--- src/hw/rtl/isort_pkg.sv ---
`default_nettype none

package isort_pkg;

  localparam int CAPACITY = 64;
  localparam int DATA_W   = 32;

  typedef enum logic {
    ST_LOAD,
    ST_DRAIN
  } isort_state_t;

  // Command broadcast to every cell of the chain.
  typedef struct packed {
    logic                     insert;
    logic                     shift;
    logic signed [DATA_W-1:0] value;
  } cell_cmd_t;

  // What one cell shows to its neighbors.
  typedef struct packed {
    logic                     valid;
    logic                     gt;
    logic signed [DATA_W-1:0] value;
  } cell_view_t;

endpackage

`default_nettype wire

--- src/hw/rtl/isort_cell.sv ---
`default_nettype none

module isort_cell (
  input  wire logic                   clk,
  input  wire logic                   rst_n,
  input  wire isort_pkg::cell_cmd_t   cmd,
  input  wire isort_pkg::cell_view_t  prev,
  input  wire isort_pkg::cell_view_t  next,
  output isort_pkg::cell_view_t       self
);
  import isort_pkg::*;

  logic                     valid_r;
  logic                     valid_nxt;
  logic signed [DATA_W-1:0] value_r;
  logic signed [DATA_W-1:0] value_nxt;
  logic                     gt;

  // The new word goes ahead of this entry only if it is strictly smaller.
  assign gt = valid_r && (cmd.value < value_r);

  always_comb begin
    valid_nxt = valid_r;
    value_nxt = value_r;
    if (cmd.shift) begin
      valid_nxt = next.valid;
      value_nxt = next.value;
    end else if (cmd.insert) begin
      valid_nxt = valid_r | prev.valid;
      if (prev.gt) begin
        value_nxt = prev.value;
      end else if (gt || !valid_r) begin
        value_nxt = cmd.value;
      end
    end
  end

  always_ff @(posedge clk) begin
    if (!rst_n) begin
      valid_r <= 1'b0;
    end else begin
      valid_r <= valid_nxt;
    end
    value_r <= value_nxt;
  end

  assign self.valid = valid_r;
  assign self.gt    = gt;
  assign self.value = value_r;

endmodule

`default_nettype wire

--- config.mk ---
export PLATFORM = sky130hd
export DESIGN_NAME = isort_cell
export DESIGN_NICKNAME = d
export VERILOG_FILES = /design/src/hw/rtl/isort_pkg.sv /design/src/hw/rtl/isort_cell.sv
export SDC_FILE = /design/constraint.sdc
export NUM_CORES = 1
export LEC_CHECK = 0
export BUFFER_PORTS_ARGS = -buffer_cell sky130_fd_sc_hd__buf_2
export CELL_PAD_IN_SITES_DETAIL_PLACEMENT = 1
export CELL_PAD_IN_SITES_GLOBAL_PLACEMENT = 1
export CORE_MARGIN = 10
export CORE_UTILIZATION = 32
export DETAILED_ROUTE_END_ITERATION = 8
export MAX_ROUTING_LAYER = met4
export PLACE_DENSITY_LB_ADDON = 0.08
export SYNTH_ARGS = -nofsm -noshare
export SYNTH_HDL_FRONTEND = slang
export SYNTH_SLANG_ARGS = --single-unit
export TNS_END_PERCENT = 50
--- constraint.sdc ---
create_clock -name clk -period 4.95 [get_ports clk]
set_clock_uncertainty 0.15 [all_clocks]
set_input_delay 0.2475 -clock clk [delete_from_list [all_inputs] [get_ports clk]]
set_output_delay 0.2475 -clock clk [all_outputs]
set_load 0.05 [all_outputs]
==> impl_metrics.yaml <==
clock_tree:
  cts_setup_buffers: 0
  clk_pin_slew_ps: 70
  clockBufferDepth: 2
  cts_sinks: 33
  cts_tree: "done"
  cts_resized: 0
  clockRootBuffer: "clkbuf_8"
  cts.htree.levels: 2
  cts-hold-fix-buffers: 0
  clk_latency_ps: 290
  cts_buffers: 5
place:
  dpl_cell_area_mm2: 0.003273
  place.gp.congestion: 0.7151
  port_buffers: 136
  dp_hpwl_mm: 6.640
  place_inst: 489
layout:
  drive_above_1_share_pct: 37.97
  finalNetCount: 529
  final_core_util_pct: 43.68
  fin_area_mm2: 0.003358
  final_cell_count_no_fill: 499
  syn_to_final_growth_pct: 34.07
synth:
  synth_area_leader_cell: "edfxtp_1"
  yosysWarnings: 0
  netlist_area_mm2: 0.002505
  synth_seq_cells: 33
  yosysTopAreaCellShare_pct: 38.36
  synth_area_per_cell_um2: 9.597
  yosys_most_used_dff: "edfxtp_1"
  ys_seq_area_share_pct: 39.16
  synth_cell_type_count: 33
  synthCells: 261
  synth.area.top_cells: "edfxtp_1, ha_1, mux2i_1, o21ai_1, nand2_1"
  synth_edf_count: 32
  synthArstFlopShare_pct: 0
  syn_nets: 396
floorplan:
  start_util_pct: 32.58
  fp.dieH_um: 108.5
  design.die.area_mm2: 0.01177
  ios: 138
  die_w_um: 108.5
  core_area_mm2: 0.007687
  num_rows: 32
critical_path:
  critPathLaunch: "value_r[31]"
  slowest_delay_ps: 650
  crit_fanout: 19
  path_class: "reg2reg"
  cp_cell_sequence: "inv_1, ha_1, and4_1, nand2_2, or4b_4, o211ai_2, nand2b_1, a31oi_4, buf_4"
  cp.arrival_ps: 3100
  slowest_stage: "a31oi_4"
  worstReg2RegStart: "value_r[31]"
  worstSetupStartpointType: "flip-flop"
  cp_data_required_time_ps: 4780
  cp-end-kind: "flip-flop"
sta:
  rsz0062_at_grt: "no"
  min_period_ps: 3271
  finalSetupViolations: 0
  period_share_pct: 66.08
  fin_tns_setup_ps: 0
  slew-limit-headroom_pct: 49.76
  drv_slew: 0
  holdWs_ps: 52.55
  tightest_slew_ps: 753.6
  hold_viol_final: 0
  clock.fmax_mhz: 305.7
route:
  vias_per_cell: 4.661
  drc: 0
  wl_mm: 8.142
  drtAntennaViolNets: 0
  drt_first_pass_iters: 4
  vias: 2326
  drt-initial-drc-count: 29
  routedWlPerCell_um: 16.32
status:
  outcome: "completed"
global_routing:
  antenna_found_initial: 2
  grt_first_pass_wirelength_mm: 12.51
  grtUsageTotal_pct: 13.87
  grt_max_degree: 68
  grt_overflow: 0
  grt_pass1_vias: 2550
power_and_ir_drop:
  p_leak_nw: 1.748
  max-vdd-ir-drop_mv: 0.08896
  power_density_mw_per_mm2: 267.5
worst_hold_path:
  min_path_type: "in2reg"
  worstHoldStart: "rst_n"
run:
  max-cap-violations: 0
## cell type report
class / count / area, um^2
Timing Repair Buffer: 139 / 703.2
Fill cell: 974 / 4329
Multi-Input combinational cell: 183 / 1341
Antenna cell: 2 / 5.005
Clock buffer: 8 / 80.08
Tap cell: 102 / 127.6
Inverter: 32 / 120.1
Sequential cell: 33 / 980.9
## placed cells by master (no fill, tap or decap), types with 2 or more instances in the layout
cell type,instances
buf_2,136
nand2_1,41
o21ai_1,35
mux2i_1,32
edfxtp_1,32
inv_1,31
ha_1,31
a21oi_1,13
clkbuf_8,5
o21ai_0,3
nand2b_1,3
nor2_1,3
clkbuf_1,3
buf_4,3
diode_2,2
and4_1,2
nand3_1,2
nand4_1,2
a21o_1,2
o21a_1,2
## cells by family after synthesis
family                     Yosys count  synth area share (%)
buffers and inverters               45                 7.892
DFF                                 33                 39.16
muxes                               32                 12.79
AOI/OAI and AO/OA                   62                 14.09
adders and majority gates           31                 15.48
and+or+nand+nor                     58                 10.59
## through the flow
step                setup WS, ps   power, W
detailed placement          1608  0.0007067
global placement            1658  0.0006973
floorplan                  544.6  0.0005950
global route                1468  0.0009620
finish                      1679  0.0008982
CTS                         1603  0.0009150
## final timing paths
| path | slack [ps] | cells after the start | end |
|---|---|---|---|
| setup / recovery | 1680 | 9 | value_r[18] |
| hold / removal | 50 | 3 | valid_r |
| setup reg to reg | 1680 | 9 | value_r[18] |
| hold reg to reg | 430 | 2 | valid_r |
## routing by layer
metal / global-route usage (%) / wire length, um
met1: 15.53 / 3591
met2: 23.19 / 3913
met3: 4.640 / 557
met4: 3.672 / 79
met5: - / 0
## critical path, delay by kind of cell (launching register included)
kind / cells / cell delay (ps)
DFF: 1 / 350
and+or+nand+nor: 4 / 1010
adders and majority gates: 1 / 300
AOI/OAI and AO/OA: 2 / 740
buffers and inverters: 2 / 420
## power breakdown
group | internal [W] | switching [W] | total, W
registers | 0.000343 | 0.0000137 | 0.000357
logic | 0.000114 | 0.000223 | 0.000337
clock network | 0.000100 | 0.000104 | 0.000205
total | 0.000557 | 0.000341 | 0.000898
## cells in the mapped netlist, drive strengths merged (2+ instances only)
master   n
nand2   42
o21ai   38
nor2     3
a21o     2
mux2i   32
buf      6
a31oi    2
and4     2
nand3    2
o21a     2
nand4    2
edfxtp  32
nand2b   3
inv     32
a21oi   13
clkbuf   7
ha      31
## sequential cells by signal, summed over array words and instances (netlist names)
register,flops
value_r,32
valid_r,1
Note: power is estimated with default switching activity, not from simulation.
